## src/hdl/ipv4_header_receive_filter_unit_defines.svh

```systemverilog
// assertion macros for the ipv4 header receive filter rtl
`ifndef IPV4_HEADER_RECEIVE_FILTER_UNIT_DEFINES_SVH
`define IPV4_HEADER_RECEIVE_FILTER_UNIT_DEFINES_SVH

`ifndef SYNTHESIS
// same-cycle implication
`define IHRF_ASSERT_IMPLIES(label, clk, rst, ante, cons) \
   label: assert property (@(posedge clk) disable iff (rst) (ante) |-> (cons)) \
      else $error("ihrf assertion failed");
// next-cycle implication
`define IHRF_ASSERT_NEXT(label, clk, rst, ante, cons) \
   label: assert property (@(posedge clk) disable iff (rst) (ante) |=> (cons)) \
      else $error("ihrf assertion failed");
`else
`define IHRF_ASSERT_IMPLIES(label, clk, rst, ante, cons)
`define IHRF_ASSERT_NEXT(label, clk, rst, ante, cons)
`endif

`endif

```

## src/hdl/ihrf_pkg.sv

```systemverilog
// package: constants, types and codes of the ipv4 header receive filter
package ihrf_pkg;

   localparam int HEADER_BYTES = 20;
   localparam int POS_W = 5;
   localparam int SUM_W = 20;
   localparam int ADDR_W = 32;
   localparam int CSR_INDEX_W = 1;

   localparam logic [POS_W-1:0] POS_TOTAL_LENGTH_LOW = 5'd3;
   localparam logic [POS_W-1:0] POS_TTL = 5'd8;
   localparam logic [POS_W-1:0] POS_PROTOCOL = 5'd9;
   localparam logic [POS_W-1:0] POS_CHECKSUM_LOW = 5'd11;
   localparam logic [POS_W-1:0] POS_SOURCE_FIRST = 5'd12;
   localparam logic [POS_W-1:0] POS_SOURCE_LAST = 5'd15;
   localparam logic [POS_W-1:0] POS_DEST_FIRST = 5'd16;
   localparam logic [POS_W-1:0] POS_LAST = POS_W'(HEADER_BYTES - 1);
   localparam logic [POS_W-1:0] POS_END = POS_W'(HEADER_BYTES);

   localparam logic [7:0] PROTO_ICMP = 8'h01;
   localparam logic [7:0] PROTO_TCP = 8'h06;
   localparam logic [7:0] PROTO_UDP = 8'h11;

   localparam logic [CSR_INDEX_W-1:0] CSR_OWN_ADDRESS_PORT0 = 1'b0;
   localparam logic [CSR_INDEX_W-1:0] CSR_OWN_ADDRESS_PORT1 = 1'b1;

   localparam int FIFO_DEPTH = 2;
   localparam int FIFO_PTR_W = $clog2(FIFO_DEPTH);
   localparam int FIFO_CNT_W = $clog2(FIFO_DEPTH + 1);

   typedef enum logic [2:0] {
      VERDICT_OWN_SOURCE = 3'd0,
      VERDICT_BAD_CHECKSUM = 3'd1,
      VERDICT_TTL_ZERO = 3'd2,
      VERDICT_ICMP = 3'd3,
      VERDICT_TCP = 3'd4,
      VERDICT_UDP = 3'd5,
      VERDICT_UNKNOWN_PROTOCOL = 3'd6
   } verdict_type;

   // one finished header as handed from parser to verdict stage
   typedef struct packed {
      logic [ADDR_W-1:0] source;
      logic [ADDR_W-1:0] destination;
      logic [15:0] stored_checksum;
      logic [SUM_W-1:0] header_sum;
      logic [7:0] ttl;
      logic [7:0] protocol;
      logic [15:0] total_length;
      logic port;
   } hdr_record_type;

   typedef struct packed {
      logic full;
      logic empty;
   } fifo_status_type;

endpackage

```

## src/hdl/ipv4_header_receive_filter_unit.sv

```systemverilog
// top level of the ipv4 header receive filter: parser, record queue, verdict stage
// throughput: one header byte per cycle; req_ready drops only while the two-entry
//   record queue is full, which happens only when rsp_ready is held low
// ordering: the record enters the queue at the edge that accepts the last header byte,
//   then enters the verdict register when popped; a pop waits while an untaken verdict is held
// reset: synchronous, active high; clears byte position, queue pointers, output valid
//   and both own-address registers
module ipv4_header_receive_filter_unit import ihrf_pkg::*; (
   input  logic clock,
   input  logic reset,
   // header byte channel
   input  logic req_valid,
   output logic req_ready,
   input  logic [7:0] req_header_byte,
   input  logic req_port,
   input  logic req_first_byte,
   // verdict channel
   output logic rsp_valid,
   input  logic rsp_ready,
   output logic [2:0] rsp_verdict,
   output logic [31:0] rsp_source_address,
   output logic [31:0] rsp_destination_address,
   output logic [15:0] rsp_payload_length,
   // configuration writes
   input  logic csr_write_enable,
   input  logic [CSR_INDEX_W-1:0] csr_index,
   input  logic [31:0] csr_write_data
);

   logic byte_accept;
   logic push;
   logic pop;
   hdr_record_type push_record;
   hdr_record_type head_record;
   fifo_status_type status;

   // bytes are taken whenever the queue has room, so the parser never stalls
   // on its own; only the final byte of a header actually pushes a record
   assign req_ready = !status.full;
   assign byte_accept = req_valid && req_ready;

   // front: position counter, one's-complement running sum, field capture
   ihrf_front u_front (
      .clock(clock),
      .reset(reset),
      .byte_accept(byte_accept),
      .header_byte(req_header_byte),
      .port(req_port),
      .first_byte(req_first_byte),
      .push(push),
      .push_record(push_record)
   );

   // decoupling queue so parser and result side stall independently
   ihrf_fifo u_fifo (
      .clock(clock),
      .reset(reset),
      .push(push),
      .push_record(push_record),
      .pop(pop),
      .head_record(head_record),
      .status(status)
   );

   // back: fold and compare checksum, prioritized drop checks, protocol sort
   ihrf_back u_back (
      .clock(clock),
      .reset(reset),
      .csr_write_enable(csr_write_enable),
      .csr_index(csr_index),
      .csr_write_data(csr_write_data),
      .head_record(head_record),
      .status(status),
      .pop(pop),
      .rsp_ready(rsp_ready),
      .rsp_valid(rsp_valid),
      .rsp_verdict(rsp_verdict),
      .rsp_source_address(rsp_source_address),
      .rsp_destination_address(rsp_destination_address),
      .rsp_payload_length(rsp_payload_length)
   );

endmodule

```

## src/hdl/ihrf_front.sv

```systemverilog
// byte parser: tracks header position, running sum and header fields
module ihrf_front import ihrf_pkg::*; (
   input  logic clock,
   input  logic reset,
   input  logic byte_accept,
   input  logic [7:0] header_byte,
   input  logic port,
   input  logic first_byte,
   output logic push,
   output hdr_record_type push_record
);

   logic [POS_W-1:0] pos_ff, pos_in;
   logic [SUM_W-1:0] sum_ff, sum_in;
   logic [7:0] high_ff, high_in;
   logic [15:0] checksum_ff, checksum_in;
   logic [7:0] ttl_ff, ttl_in;
   logic [7:0] proto_ff, proto_in;
   logic [ADDR_W-1:0] src_ff, src_in;
   logic [ADDR_W-1:0] dst_ff, dst_in;
   logic [15:0] total_ff, total_in;
   logic port_ff, port_in;

   logic [POS_W-1:0] pos;
   logic [SUM_W-1:0] sum_base;
   logic [SUM_W-1:0] sum_add;
   logic [15:0] word;

   always_comb begin
      pos = first_byte ? '0 : pos_ff;
      sum_base = (pos == '0) ? '0 : sum_ff;
      word = {high_ff, header_byte};
      sum_add = sum_base + {{(SUM_W-16){1'b0}}, word};

      pos_in = pos_ff;
      sum_in = sum_ff;
      high_in = high_ff;
      checksum_in = checksum_ff;
      ttl_in = ttl_ff;
      proto_in = proto_ff;
      src_in = src_ff;
      dst_in = dst_ff;
      total_in = total_ff;
      port_in = port_ff;

      if (byte_accept && (pos < POS_END)) begin
         pos_in = pos + 1'b1;
         sum_in = sum_base;
         if (pos == '0) begin
            port_in = port;
         end
         if (!pos[0]) begin
            high_in = header_byte;
         end else if (pos == POS_CHECKSUM_LOW) begin
            checksum_in = word;
         end else begin
            sum_in = sum_add;
         end
         if (pos == POS_TOTAL_LENGTH_LOW) begin
            total_in = word;
         end
         if (pos == POS_TTL) begin
            ttl_in = header_byte;
         end else if (pos == POS_PROTOCOL) begin
            proto_in = header_byte;
         end else if (pos >= POS_SOURCE_FIRST && pos <= POS_SOURCE_LAST) begin
            src_in = {src_ff[ADDR_W-9:0], header_byte};
         end else if (pos >= POS_DEST_FIRST) begin
            dst_in = {dst_ff[ADDR_W-9:0], header_byte};
         end
      end

      push = byte_accept && (pos == POS_LAST);
      push_record.source = src_ff;
      push_record.destination = {dst_ff[ADDR_W-9:0], header_byte};
      push_record.stored_checksum = checksum_ff;
      push_record.header_sum = sum_add;
      push_record.ttl = ttl_ff;
      push_record.protocol = proto_ff;
      push_record.total_length = total_ff;
      push_record.port = port_ff;
   end

   always_ff @(posedge clock) begin
      if (reset) begin
         pos_ff <= '0;
      end else begin
         pos_ff <= pos_in;
      end
      sum_ff <= sum_in;
      high_ff <= high_in;
      checksum_ff <= checksum_in;
      ttl_ff <= ttl_in;
      proto_ff <= proto_in;
      src_ff <= src_in;
      dst_ff <= dst_in;
      total_ff <= total_in;
      port_ff <= port_in;
   end

endmodule

```

## src/hdl/ihrf_fifo.sv

```systemverilog
// short queue of finished header records between parser and verdict stage
`include "ipv4_header_receive_filter_unit_defines.svh"
module ihrf_fifo import ihrf_pkg::*; (
   input  logic clock,
   input  logic reset,
   input  logic push,
   input  hdr_record_type push_record,
   input  logic pop,
   output hdr_record_type head_record,
   output fifo_status_type status
);

   hdr_record_type entries_ff [FIFO_DEPTH];
   logic [FIFO_PTR_W-1:0] wr_ptr_ff, wr_ptr_in;
   logic [FIFO_PTR_W-1:0] rd_ptr_ff, rd_ptr_in;
   logic [FIFO_CNT_W-1:0] count_ff, count_in;

   function automatic logic [FIFO_PTR_W-1:0] ptr_next(input logic [FIFO_PTR_W-1:0] p);
      logic [FIFO_PTR_W-1:0] r;
      if (p == FIFO_PTR_W'(FIFO_DEPTH - 1)) begin
         r = '0;
      end else begin
         r = p + 1'b1;
      end
      return r;
   endfunction

   always_comb begin
      wr_ptr_in = push ? ptr_next(wr_ptr_ff) : wr_ptr_ff;
      rd_ptr_in = pop ? ptr_next(rd_ptr_ff) : rd_ptr_ff;
      count_in = count_ff;
      if (push && !pop) begin
         count_in = count_ff + 1'b1;
      end else if (pop && !push) begin
         count_in = count_ff - 1'b1;
      end
      status.full = (count_ff == FIFO_CNT_W'(FIFO_DEPTH));
      status.empty = (count_ff == '0);
      head_record = entries_ff[rd_ptr_ff];
   end

   always_ff @(posedge clock) begin
      if (reset) begin
         wr_ptr_ff <= '0;
         rd_ptr_ff <= '0;
         count_ff <= '0;
      end else begin
         wr_ptr_ff <= wr_ptr_in;
         rd_ptr_ff <= rd_ptr_in;
         count_ff <= count_in;
      end
      if (push) begin
         entries_ff[wr_ptr_ff] <= push_record;
      end
   end

   `IHRF_ASSERT_IMPLIES(a_no_push_full, clock, reset, status.full, !push)
   `IHRF_ASSERT_IMPLIES(a_no_pop_empty, clock, reset, status.empty, !pop)
   `IHRF_ASSERT_NEXT(a_count_up, clock, reset, push && !pop, count_ff == $past(count_ff) + 1'b1)

endmodule

```

## src/hdl/ihrf_back.sv

```systemverilog
// verdict stage: own-address registers, checksum check, protocol sort, output register
module ihrf_back import ihrf_pkg::*; (
   input  logic clock,
   input  logic reset,
   input  logic csr_write_enable,
   input  logic [CSR_INDEX_W-1:0] csr_index,
   input  logic [ADDR_W-1:0] csr_write_data,
   input  hdr_record_type head_record,
   input  fifo_status_type status,
   output logic pop,
   input  logic rsp_ready,
   output logic rsp_valid,
   output logic [2:0] rsp_verdict,
   output logic [ADDR_W-1:0] rsp_source_address,
   output logic [ADDR_W-1:0] rsp_destination_address,
   output logic [15:0] rsp_payload_length
);

   logic [ADDR_W-1:0] own0_ff, own1_ff;
   logic valid_ff, valid_in;
   verdict_type verdict_ff, verdict_in;
   logic [ADDR_W-1:0] src_ff, dst_ff;
   logic [15:0] len_ff, len_in;

   logic [ADDR_W-1:0] own;
   logic [16:0] fold1;
   logic [15:0] fold2;
   logic [15:0] expect_sum;

   always_comb begin
      pop = !status.empty && (!valid_ff || rsp_ready);
      valid_in = pop ? 1'b1 : (valid_ff && !rsp_ready);

      own = head_record.port ? own1_ff : own0_ff;
      fold1 = {1'b0, head_record.header_sum[15:0]}
            + {13'b0, head_record.header_sum[SUM_W-1:16]};
      fold2 = fold1[15:0] + {15'b0, fold1[16]};
      expect_sum = ~fold2;

      if (head_record.source == own) begin
         verdict_in = VERDICT_OWN_SOURCE;
      end else if (head_record.stored_checksum != expect_sum) begin
         verdict_in = VERDICT_BAD_CHECKSUM;
      end else if (head_record.ttl == 8'd0) begin
         verdict_in = VERDICT_TTL_ZERO;
      end else begin
         unique case (head_record.protocol)
            PROTO_ICMP: verdict_in = VERDICT_ICMP;
            PROTO_TCP: verdict_in = VERDICT_TCP;
            PROTO_UDP: verdict_in = VERDICT_UDP;
            default: verdict_in = VERDICT_UNKNOWN_PROTOCOL;
         endcase
      end

      if (head_record.total_length < 16'(HEADER_BYTES)) begin
         len_in = '0;
      end else begin
         len_in = head_record.total_length - 16'(HEADER_BYTES);
      end
   end

   always_ff @(posedge clock) begin
      if (reset) begin
         own0_ff <= '0;
         own1_ff <= '0;
         valid_ff <= 1'b0;
      end else begin
         valid_ff <= valid_in;
         if (csr_write_enable) begin
            unique case (csr_index)
               CSR_OWN_ADDRESS_PORT0: own0_ff <= csr_write_data;
               CSR_OWN_ADDRESS_PORT1: own1_ff <= csr_write_data;
               default: ;
            endcase
         end
      end
      if (pop) begin
         verdict_ff <= verdict_in;
         src_ff <= head_record.source;
         dst_ff <= head_record.destination;
         len_ff <= len_in;
      end
   end

   assign rsp_valid = valid_ff;
   assign rsp_verdict = verdict_ff;
   assign rsp_source_address = src_ff;
   assign rsp_destination_address = dst_ff;
   assign rsp_payload_length = len_ff;

endmodule
```

## config.mk

```make
export PLATFORM = sky130hd
export DESIGN_NAME = ipv4_header_receive_filter_unit
export DESIGN_NICKNAME = d
export VERILOG_FILES = /design/src/hdl/ihrf_pkg.sv /design/src/hdl/ipv4_header_receive_filter_unit.sv /design/src/hdl/ihrf_front.sv /design/src/hdl/ihrf_fifo.sv /design/src/hdl/ihrf_back.sv
export VERILOG_INCLUDE_DIRS = /design/src /design/src/hdl
export SDC_FILE = /design/constraint.sdc
export NUM_CORES = 1
export LEC_CHECK = 0
export BUFFER_PORTS_ARGS = -buffer_cell sky130_fd_sc_hd__buf_2
export CORE_AREA = 2 2 226 228
export DETAILED_ROUTE_END_ITERATION = 6
export DIE_AREA = 0 0 228 230
export GPL_ROUTABILITY_DRIVEN = 0
export PLACE_DENSITY = 0.74
export REMOVE_ABC_BUFFERS = 1
export SYNTH_ARGS = -nofsm -noshare
export SYNTH_HDL_FRONTEND = slang
export SYNTH_SLANG_ARGS = --single-unit
```

## constraint.sdc

```tcl
create_clock -name clock -period 23.7 [get_ports clock]
set_clock_uncertainty 0.1 [all_clocks]
set_input_delay 4.74 -clock clock [delete_from_list [all_inputs] [get_ports clock]]
set_output_delay 4.74 -clock clock [all_outputs]
set_load 0.1 [all_outputs]
```

# Word-level counts from Yosys, hierarchy flattened

Memory sizes are Yosys's and may differ from the RTL's. A register that Yosys moved wholly into a read port is not among the register bits.
Cells that the tools add are included.

$add $sub $neg: 9
Order comparisons: 5
Equality and inequality tests: 11
Mux-type cells: 17
Bitwise gates (word level): 6
Reduce and logical (&&, ||, !) cells: 31

Operators by type and width:

| cell                                                | number |
|---|---|
| 2-to-1 mux 20 bit                                   | 3 |
| equality test 32 bit                                | 1 |
| 2-to-1 mux 32 bit                                   | 1 |
| adder 20 x 16 -> 20 bit                             | 1 |
| adder 16 x 4 -> 17 bit                              | 1 |
| adder 16 x 1 -> 16 bit                              | 1 |
| < comparator 16 x 5 -> 1 bit, second input constant | 1 |
| != test 16 bit                                      | 1 |
| inverter 16 bit                                     | 1 |
| subtractor 16 x 5 -> 16 bit, second input constant  | 1 |
| equality test 5 x 4 -> 1 bit, second input constant | 3 |
| AND reduction 2 bit                                 | 6 |
| one-hot mux 3 bit (3 select lines)                  | 1 |
| equality test 8 x 1 -> 1 bit, second input constant | 1 |
| equality test 8 x 3 -> 1 bit, second input constant | 1 |
| equality test 8 x 5 -> 1 bit, second input constant | 1 |
| logical AND 1 bit                                   | 8 |
| logical NOT 8 bit                                   | 1 |
| 2-to-1 mux 1 bit                                    | 8 |
| logical NOT 1 bit                                   | 6 |
| 2-to-1 mux 2 bit                                    | 3 |
| AND reduction 3 bit                                 | 2 |
| adder 5 x 1 -> 5 bit, second input constant         | 1 |
| equality test 5 x 2 -> 1 bit, second input constant | 1 |
| other kinds (19)                                    | 24 |

Flip-flop bits (word level): 290
Memory bits (writable): 266
Input port bits: 48
Output and inout bits: 85
Logic and storage cells: 102
Memories kept: 1

Memory list:

| memory            | words | bits a word | rd ports | clocked after Yosys merged registers in | write ports | RTL line        | source |
|---|---|---|---|---|---|---|---|
| u_fifo.entries_ff | 2     | 133         | 1        | 1                                       | 1           | ihrf_fifo.sv:13 | `hdr_record_type entries_ff [FIFO_DEPTH];` |

# Logic depth before layout (Yosys ltp)

Gate-level depths: netlist of the first run.

Depth after elaboration: 8
Depth in mapped cells: 26
Mapped depth without buffers: 17

# Modules after synthesis

Synthesis of the first run repeated with hierarchy kept, for this count alone.

Cells, all modules: 1493
Area total of the unflattened synthesis: 22885.7 um^2

Modules (own cells, without submodules):

| module                          | instances | cells an instance | area each (um^2) | sequential area each (um^2) |
|---|---|---|---|---|
| ihrf_fifo                       | 1         | 436               | 10084.7          | 8087.8 |
| ihrf_back                       | 1         | 683               | 7090.6           | 3793.6 |
| ihrf_front                      | 1         | 372               | 5700.5           | 4093.9 |
| ipv4_header_receive_filter_unit | 1         | 2                 | 10.0             | 0.0 |

# Worst setup path before layout of the first run

OpenSTA, ideal clock, no wires.

Path kind: input to register
Start: in req_first_byte
End: mem u_fifo.entries_ff[0][0] in the netlist's numbering (enable)
Setup time: 0.643 ns
Data arrival time: 11.624 ns
Data required time: 22.957 ns
Setup slack: 11.333 ns
Stages on the path: 5
Buffers on the path: 1
Path through: clkbuf_1 > nor2b_1 > ha_1 > and4_1 > nor2b_1

Word-level cells in the longest chain between the ends: 5

Ends and longest elaborated chain:

| item                                   | RTL line                              | source |
|---|---|---|
| start, declared                        | ipv4_header_receive_filter_unit.sv:16 | `input logic req_first_byte,` |
| 2-to-1 mux 5 bit                       | ihrf_front.sv:30                      | `pos = first_byte ? '0 : pos_ff;` |
| equality test 5 bit                    | ihrf_front.sv:73                      | `push = byte_accept && (pos == POS_LAST);` |
| logical AND 1 bit                      | ihrf_front.sv:73                      |  |
| named net push                         | ipv4_header_receive_filter_unit.sv:31 | `logic push;` |
| 2-to-1 mux 1 bit                       | ihrf_fifo.sv:52                       | `if (push) begin` |
| 2-to-1 mux 1 bit (implied by the code) | ihrf_fifo.sv:53                       | `entries_ff[wr_ptr_ff] <= push_record;` |
| end, declared                          | ihrf_fifo.sv:13                       |  |

The timed path passes the listed nets, and every way through them passes these cells.

==> flow_summary.yaml, run 1 <==
route:
  viasPerCell: 5.34
  wl_mm: 44.5
  dr_total_vias: 12458
  initialDrtViolationCount: 986
  remaining_drc_errors: 0
  ant_nets: 0
  first_pass_iters: 7
  avgRoutedWirePerCell_um: 19.1
final_layout:
  final_cell_mix: "482 x edfxtp_1, 156 x nand2_1, 132 x buf_2"
  final_area_sq_um: 25400
  area_growth_pct: 14.0
  diodes: 0
  final_common_cell: "edfxtp_1"
  drive_gt1_frac: 0.209
  num-nets-final: 1699
cts:
  clock-sinks: 557
  clk_latency_ns: 0.59
  cts_buffers: 53
  cts.clk_slew.worst_paths_ns: 0.07
  cts_tree: "built"
  cts_resized: 0
  root_buffer: "clkbuf_16"
  cts_max_level: 2
  cts_hold_buf: 0
  post_cts_buffers: 0
  cts.path.max_buffers: 3
timing:
  rsz0062_at_grt: "no"
  final_hold_viol_count: 0
  hold_ws_ns: 0.341
  relSlewSlack: 0.234
  fin_setup_tns_ns: 0
  min_period_ns: 8.64
  timing.final.ws_setup_ns: 15.06
  finalCritPeriodShare: 0.365
  maxSlewViolCount: 0
  timing.fmax_mhz: 116
  setup_viol: 0
  worst_pin_slew_ns: 1.15
global_route:
  grt_max_degree: 76
  grt_pass1_wl_mm: 67.9
  grt_pass1_vias: 12332
  grt_usage: 0.166
  grt_antenna_before_repair: 1
  overflow: 0
place:
  dpl_cell_area_sq_um: 23700
  pre_cts_ws_ns: 14.64
  place_hpwl_mm: 28.2
  port_buffers: 132
floorplan:
  die_x_um: 228
  io_pins: 133
  die-area_sq_um: 52400
  die_h_um: 230
  placementRows: 82
  initial_core_util: 0.448
  core-area_sq_um: 49900
synthesis:
  syn-cell-area_sq_um: 22300
  ys_seq_area_frac: 0.716
  avgSynthCellArea_sq_um: 15.2
  synth-seq-cells: 557
  async_flop_share: 0
  synth_ff_type: "edfxtp_1"
  synth_cells: 1468
  yosysUniqueCellTypes: 77
  synth_edf_count: 482
  ys_warn_count: 0
power:
  ir_worst_vdd_uv: 78.8
  power_mw: 2.82
  cellPowerDensity_nw_per_um2: 111
  power_leakage_nw: 8.67
critical_path:
  crit_required_ns: 24.03
  worstSetupStartpointType: "primary input"
  startpoint: "req_first_byte"
  arrival_ns: 8.97
  r2r_slack_ns: 17.60
  crit_type: "in2reg"
  crit_fanout: 18
  worst_setup_path_end_kind: "register"
min_path:
  hold_start: "u_front.total_ff[13]"
  hp-class: "reg2reg"
run_status:
  status: "finished clean"
job:
  cap_viol_max_count: 0
-- stage by stage --
step	std cells	util
after floorplan	1417	-
after global placement	2238	0.476
after detailed placement	2238	0.476
after CTS	2335	0.510
after global routing	2335	0.510
final	2335	0.510
-- final timing paths --
path                                    to  cells past startpoint
setup / recovery  u_fifo.entries_ff[0][52]                     16
hold / removal    u_fifo.entries_ff[1][14]                      0
setup reg to reg     u_back.rsp_verdict[1]                     17
hold reg to reg   u_fifo.entries_ff[1][14]                      0
-- logic make-up after synthesis --
family                     synth area share
and+or+nand+nor                      0.0799
adders and majority gates            0.0179
DFF                                   0.716
buffers and inverters                0.0144
AOI/OAI and AO/OA                    0.0561
xor gates and xnor gates             0.0357
muxes                                0.0802
-- metal layers --
metal	global-route usage	up-vias	wire, um
li1	-	5820	-
met1	0.210	6174	18900
met2	0.284	378	21900
met3	0.0367	84	2560
met4	0.0541	2	1190
met5	0	-	11
-- final cells by class --
class / instances / area (sq um)
Tap cell: 672 / 841
Multi-Input combinational cell: 844 / 6070
Sequential cell: 557 / 16000
Fill cell: 4035 / 24400
Clock buffer: 74 / 1470
Timing Repair Buffer: 149 / 788
Clock inverter: 23 / 243
Inverter: 16 / 62.6
-- power by group --
| part | switching (mW) | internal (mW) |
|---|---|---|
| Clock | 0.347 | 0.477 |
| Combinational | 0.618 | 0.162 |
| Sequential | 0.0396 | 1.17 |
| Total | 1.00 | 1.81 |
-- worst max-delay path, stage by stage --
cell and delay (ns):
buf_2 0.17, nor2b_1 0.40, inv_1 0.15, ha_1 0.26, o21ai_1 0.09, buf_4 0.23
and2_1 0.22, ha_1 0.25, a21o_1 0.17, a21oi_1 0.26, o21ai_0 0.20, a311oi_1 0.39
o31ai_1 0.21, o41ai_1 0.69, o21ai_0 0.29, a21oi_1 0.23
-- registers in the layout, summed over array words and instances, names as in the netlist, named ones only --
| register | flops |
|---|---|
| u_front.checksum_ff | 16 |
| u_back.rsp_valid | 1 |
| u_front.src_ff | 32 |
| u_back.rsp_verdict | 3 |
| u_back.rsp_payload_length | 16 |
| u_front.ttl_ff | 8 |
| u_back.own0_ff | 32 |
| u_front.high_ff | 8 |
| u_back.own1_ff | 32 |
| u_back.rsp_destination_address | 32 |
| u_front.total_ff | 16 |
| u_front.proto_ff | 8 |
| u_front.dst_ff | 24 |
| u_front.pos_ff | 5 |
| u_fifo.entries_ff | 266 |
| u_front.port_ff | 1 |
| u_fifo.rd_ptr_ff | 1 |
| u_fifo.wr_ptr_ff | 1 |
| u_front.sum_ff | 20 |
| u_fifo.count_ff | 2 |
| u_back.rsp_source_address | 32 |
-- cells in the mapped netlist, types with 4 or more instances --
cell | count | area share
edfxtp_1 | 482 | 0.65
nand2_1 | 156 | 0.026
mux2_2 | 93 | 0.047
a21oi_1 | 91 | 0.020
dfxtp_1 | 75 | 0.067
mux2i_1 | 72 | 0.032
xnor2_1 | 67 | 0.026
nor2_1 | 57 | 0.0096
ha_1 | 28 | 0.016
and2_1 | 26 | 0.0073
o21ai_0 | 26 | 0.0058
clkbuf_1 | 25 | 0.0042
nor3_1 | 20 | 0.0045
xor2_1 | 17 | 0.0067
nand2b_1 | 16 | 0.0045
nor4_1 | 16 | 0.0045
inv_1 | 15 | 0.0025
a211oi_1 | 13 | 0.0044
nor2b_1 | 13 | 0.0036
nand3_1 | 11 | 0.0025
a31oi_1 | 9 | 0.0025
buf_2 | 9 | 0.0020
nand4_1 | 9 | 0.0025
or3_1 | 9 | 0.0025
buf_1 | 8 | 0.0013
o21a_1 | 7 | 0.0024
a21o_1 | 6 | 0.0020
and3_1 | 6 | 0.0017
or2_2 | 6 | 0.0017
buf_4 | 5 | 0.0017
o32ai_1 | 4 | 0.0016
(Power assumes the default switching activity.)
==> inputs of run 2 (changes only) <==
PLACE_DENSITY = 0.76   (was 0.74)
clock period = 7.83 ns   (was 23.7 ns; I/O delays follow)
==> run 2 against run 1 <==
Routed wire length increased by 1.1%; critical path depth up 1; sequential power rose to 3.0 times the previous value; non-clock buffer count fell by 1; global-route usage increased by 0.45 points; die area unchanged; register-to-register slack lost 16 ns; hold slack lost 0.015 ns; count of clock-buffer cells in the layout shrank 10; combinational power grew to 3.1 times the previous value; critical path type is now reg2reg; highest routed layer unchanged.
==> flow_summary.yaml, run 2 (synthesized netlist as in run 1, its figures left out) <==
run_status:
  status: "finished clean"
final_layout:
  drive_gt1_frac: 0.211
  num-nets-final: 1697
  final_common_cell: "edfxtp_1"
  diodes: 0
  final_cell_mix: "482 x edfxtp_1, 156 x nand2_1, 132 x buf_2"
  area_growth_pct: 13.5
  fin_util: 0.508
  largest_register: "u_fifo.entries_ff"
  num-fill-cells: 4059
  largest_reg_flops: 266
power:
  power_mw: 8.41
  ir_worst_vdd_uv: 226
  cellPowerDensity_nw_per_um2: 332
  power_leakage_nw: 8.62
critical_path:
  crit_required_ns: 8.17
  cp_cell_sequence: "mux2_2 -> ha_1 -> inv_1 -> fa_1 -> nand2b_1 -> a21oi_2 -> nand3_1 -> nor4_1 -> ha_1 -> nand3_1 -> a211oi_1 -> nand4_4 -> or3_1 -> a221oi_1 -> o2111ai_1 -> a2111oi_2 -> and2_1"
  worstSetupStartpointType: "register"
  crit_type: "reg2reg"
  crit_path_top_delay_cell: "dfxtp_4"
  arrival_ns: 6.16
  critPathMaxStageDelay_ns: 0.73
  worst_setup_path_end_kind: "register"
  crit_fanout: 45
cts:
  cts_buffers: 52
  cts.clk_slew.worst_paths_ns: 0.06
  clk_latency_ns: 0.59
  cts_resized: 0
  cts.path.max_buffers: 3
  cts_hold_buf: 0
  root_buffer: "clkbuf_16"
  clock-sinks: 557
  cts_max_level: 2
  cts_tree: "built"
  post_cts_buffers: 0
global_route:
  grt_pass1_wl_mm: 70.1
  overflow: 0
  grt_antenna_before_repair: 1
  grt_pass1_vias: 12657
  grt_usage: 0.170
  grt_max_degree: 109
route:
  viasPerCell: 5.38
  ant_nets: 0
  wl_met1_mm: 18.6
  remaining_drc_errors: 0
  wl_met3_mm: 2.75
  initialDrtViolationCount: 999
  avgRoutedWirePerCell_um: 19.3
  top_layer: "met5"
  dr_total_vias: 12551
  first_pass_iters: 5
  dr_wl_met2_mm: 22.4
  wl_mm: 45.0
place:
  port_buffers: 132
  place_hpwl_mm: 29.2
timing:
  relSlewSlack: 0.310
  setup_viol: 0
  finalCritPeriodShare: 0.743
  fin_setup_tns_ns: 0
  rsz0062_at_grt: "no"
  maxSlewViolCount: 0
  min_period_ns: 5.82
  timing.fmax_mhz: 172
  final_hold_viol_count: 0
  worst_pin_slew_ns: 1.03
min_path:
  hp-class: "reg2reg"
floorplan:
  core-area_sq_um: 49900
  die_h_um: 230
  placementRows: 82
  die-area_sq_um: 52400
  die_x_um: 228
  initial_core_util: 0.448
  io_pins: 133
job:
  cap_viol_max_count: 0
==> run 2: power breakdown <==
part / switching (mW) / leakage [nW] / total [mW] / internal [mW]
logic: 1.89 / 2.82 / 2.38 / 0.493
registers: 0.123 / 5.01 / 3.67 / 3.55
clock network: 1.04 / 0.796 / 2.36 / 1.32
==> run 2: final timing paths <==
kind                       startpoint  slack (ns)                 endpoint  cells past startpoint
setup / recovery             register        2.01    u_back.rsp_verdict[2]                     17
hold / removal    u_front.total_ff[0]        0.33  u_fifo.entries_ff[1][1]                      0
setup reg to reg             register        2.01    u_back.rsp_verdict[2]                     17
hold reg to reg   u_front.total_ff[0]        0.33  u_fifo.entries_ff[1][1]                      0
==> run 2: final cells by class <==
cell class | count | area (sq um) | area share
tap | 672 | 841 | 0.0332
timing repair buffer | 148 | 793 | 0.0313
clock buffer | 64 | 1380 | 0.0543
sequential | 557 | 16000 | 0.631
multi-input combinational | 844 | 6070 | 0.240
clock inverter | 31 | 220 | 0.00869
inverter | 16 | 62.6 | 0.00247
==> run 2: through the flow <==
| stage | cell area [sq um] | worst slack [ns] | cells | hold WS (ns) |
|---|---|---|---|---|
| 2_1_floorplan | 22100 | -1.17 | 1417 | 0.321 |
| 3_3_place_gp | 23700 | 2.21 | 2237 | 0.322 |
| 3_5_place_dp | 23700 | 2.09 | 2237 | 0.329 |
| 4_1_cts | 25300 | 2.08 | 2332 | 0.326 |
| 5_1_grt | 25300 | 1.58 | 2332 | 0.347 |
| 6_report | 25300 | 2.01 | 2332 | 0.326 |
==> run 2: critical path: cells and delay by family, from the launching register on <==
| kind | cells | cell delay [ns] |
|---|---|---|
| AO/OA/AOI/OAI | 5 | 1.99 |
| adder cells (fa/ha/maj) | 3 | 0.80 |
| buffers and inverters | 1 | 0.06 |
| flip-flops | 1 | 0.73 |
| multiplexers | 1 | 0.29 |
| AND/OR/NAND/NOR | 7 | 1.71 |
==> run 2: routing by layer <==
metal  vias to the layer above  track usage
met1                      6225        0.217
met2                       409        0.290
li1                       5820            -
met4                         2       0.0660
met3                        95       0.0309
met5                         -            0
==> inputs of run 3 (changes only) <==
clock period = 4.8 ns   (was 7.83 ns; I/O delays follow)
==> run 3 against run 2 <==
Global-route usage fell by 0.49 points; combinational power increased by 64%; routed wire length is 2.7% lower; sequential share of layout area fell by 0.90 points; register-to-register slack got worse by 1.8 ns; via count down 1.2%; sequential power is 62% higher; setup slack got worse by 1.8 ns; critical path type unchanged; largest cell class unchanged.
==> flow_summary.yaml, run 3 (synthesized netlist as in run 1, its figures left out) <==
run_status:
  status: "finished clean"
power:
  cellPowerDensity_nw_per_um2: 544
  ir_worst_vdd_uv: 391
  power_leakage_nw: 8.77
route:
  first_pass_iters: 5
  dr_total_vias: 12405
  wl_mm: 43.8
  ant_nets: 0
  remaining_drc_errors: 0
  initialDrtViolationCount: 978
  viasPerCell: 5.27
  avgRoutedWirePerCell_um: 18.6
critical_path:
  worst_setup_path_end_kind: "register"
  worstSetupStartpointType: "register"
  critPathBufInv: 1
  path_delay_family: "compound AO/OA/AOI/OAI gates"
  crit_path_top_delay_cell: "fa_1"
  critPathMaxStageDelay_ns: 0.42
  cp_cell_sequence: "mux2_2 -> ha_1 -> inv_1 -> fa_1 -> nand2b_1 -> a21oi_2 -> nand3_1 -> nor4_2 -> ha_1 -> ha_1 -> nand2_1 -> o31a_1 -> o21ba_2 -> a311oi_1 -> o2111ai_2 -> a2111oi_4 -> and2_1"
  crit_fanout: 11
  arrival_ns: 4.90
  crit_path_frequent_cell: "ha_1"
  crit_required_ns: 5.15
  crit_type: "reg2reg"
place:
  dpl_cell_area_sq_um: 23900
  pre_cts_ws_ns: 0.0642
  port_buffers: 132
  place_inst: 2253
  place_hpwl_mm: 28.9
global_route:
  grt_usage: 0.165
  overflow: 0
  grt_max_degree: 66
  grt_antenna_before_repair: 1
  grt_pass1_wl_mm: 68.0
  grt_pass1_vias: 12394
timing:
  timing.fmax_mhz: 220
  rsz0062_at_grt: "no"
  worst_pin_slew_ns: 1.31
  final_hold_viol_count: 0
  setup_viol: 0
  finalCritPeriodShare: 0.948
  timing.final.ws_setup_ns: 0.250
  min_period_ns: 4.55
  maxSlewViolCount: 0
  relSlewSlack: 0.121
cts:
  cts.clk_slew.worst_paths_ns: 0.06
  cts_max_level: 2
  clk_latency_ns: 0.60
  root_buffer: "clkbuf_16"
  cts_buffers: 53
  post_cts_buffers: 0
  cts_resized: 0
  cts.path.max_buffers: 3
  cts_hold_buf: 0
  cts_tree: "built"
  clock-sinks: 557
floorplan:
  placementRows: 82
  die_x_um: 228
  die-area_sq_um: 52400
  initial_core_util: 0.448
  die_h_um: 230
  io_pins: 133
  core-area_sq_um: 49900
job:
  cap_viol_max_count: 0
final_layout:
  largest_register: "u_fifo.entries_ff"
  largest_reg_flops: 266
  final_area_sq_um: 25700
  layout.cells.non_filler: 2353
  final_common_cell: "edfxtp_1"
  final_cell_mix: "482 x edfxtp_1, 156 x nand2_1, 132 x buf_2"
  num-nets-final: 1714
  fin_util: 0.516
  diodes: 0
  area_growth_pct: 15.2
  drive_gt1_frac: 0.224
min_path:
  hp-class: "reg2reg"
## run 3: changes by cell type in the layout (fill, tap and decap cells not counted), sizes merged
| cell | delta |
|---|---|
| clkinv | -10 |
| buf | +16 |
| inv | +1 |
| clkinvlp | +5 |
| clkbuf | +8 |
| bufinv | +1 |
## run 3: worst reg2reg max path, cell delays in order (launching register included)
cell	delay, ns
dfxtp_4	0.39
mux2_2	0.24
ha_1	0.17
inv_1	0.06
fa_1	0.42
nand2b_1	0.18
a21oi_2	0.14
nand3_1	0.13
nor4_2	0.31
ha_1	0.21
ha_1	0.20
nand2_1	0.16
o31a_1	0.33
o21ba_2	0.19
a311oi_1	0.41
o2111ai_2	0.24
a2111oi_4	0.37
and2_1	0.18
## run 3: path summary, 6_finish.rpt
path / startpoint / to / slack [ns] / cells past startpoint
worst min register to register: u_front.total_ff[13] / u_fifo.entries_ff[0][14] / 0.32 / 0
worst max register to register: register / u_back.rsp_verdict[2] / 0.25 / 17
worst max-delay path: register / u_back.rsp_verdict[2] / 0.25 / 17
worst min-delay path: u_front.total_ff[13] / u_fifo.entries_ff[0][14] / 0.32 / 0
## run 3: through the flow
step / TNS, ns / power [mW] / hold WS [ns]
2_1_floorplan: -618.84 / 9.27 / 0.321
3_3_place_gp: 0 / 9.90 / 0.322
3_5_place_dp: 0 / 9.97 / 0.330
4_1_cts: 0 / 14.1 / 0.322
5_1_grt: 0 / 14.5 / 0.346
6_report: 0 / 14.0 / 0.323
## run 3: layout make-up
class | instances | area [sq um]
Timing Repair Buffer | 164 | 967
Sequential cell | 557 | 16000
Tap cell | 672 | 841
Clock buffer | 72 | 1500
Multi-Input combinational cell | 844 | 6110
Inverter | 16 | 62.6
Fill cell | 4020 | 24200
Clock inverter | 28 | 253
## run 3: layer usage
metal	global-route usage	up-vias	wire [um]
met1	0.222	6121	19100
li1	-	5863	-
met2	0.270	343	21100
met5	0	-	0
met4	0.0623	0	1340
met3	0.0301	78	2320
## run 3: power breakdown
part	internal, mW	switching, mW
clock network	2.36	1.75
registers	5.79	0.176
logic	0.823	3.08
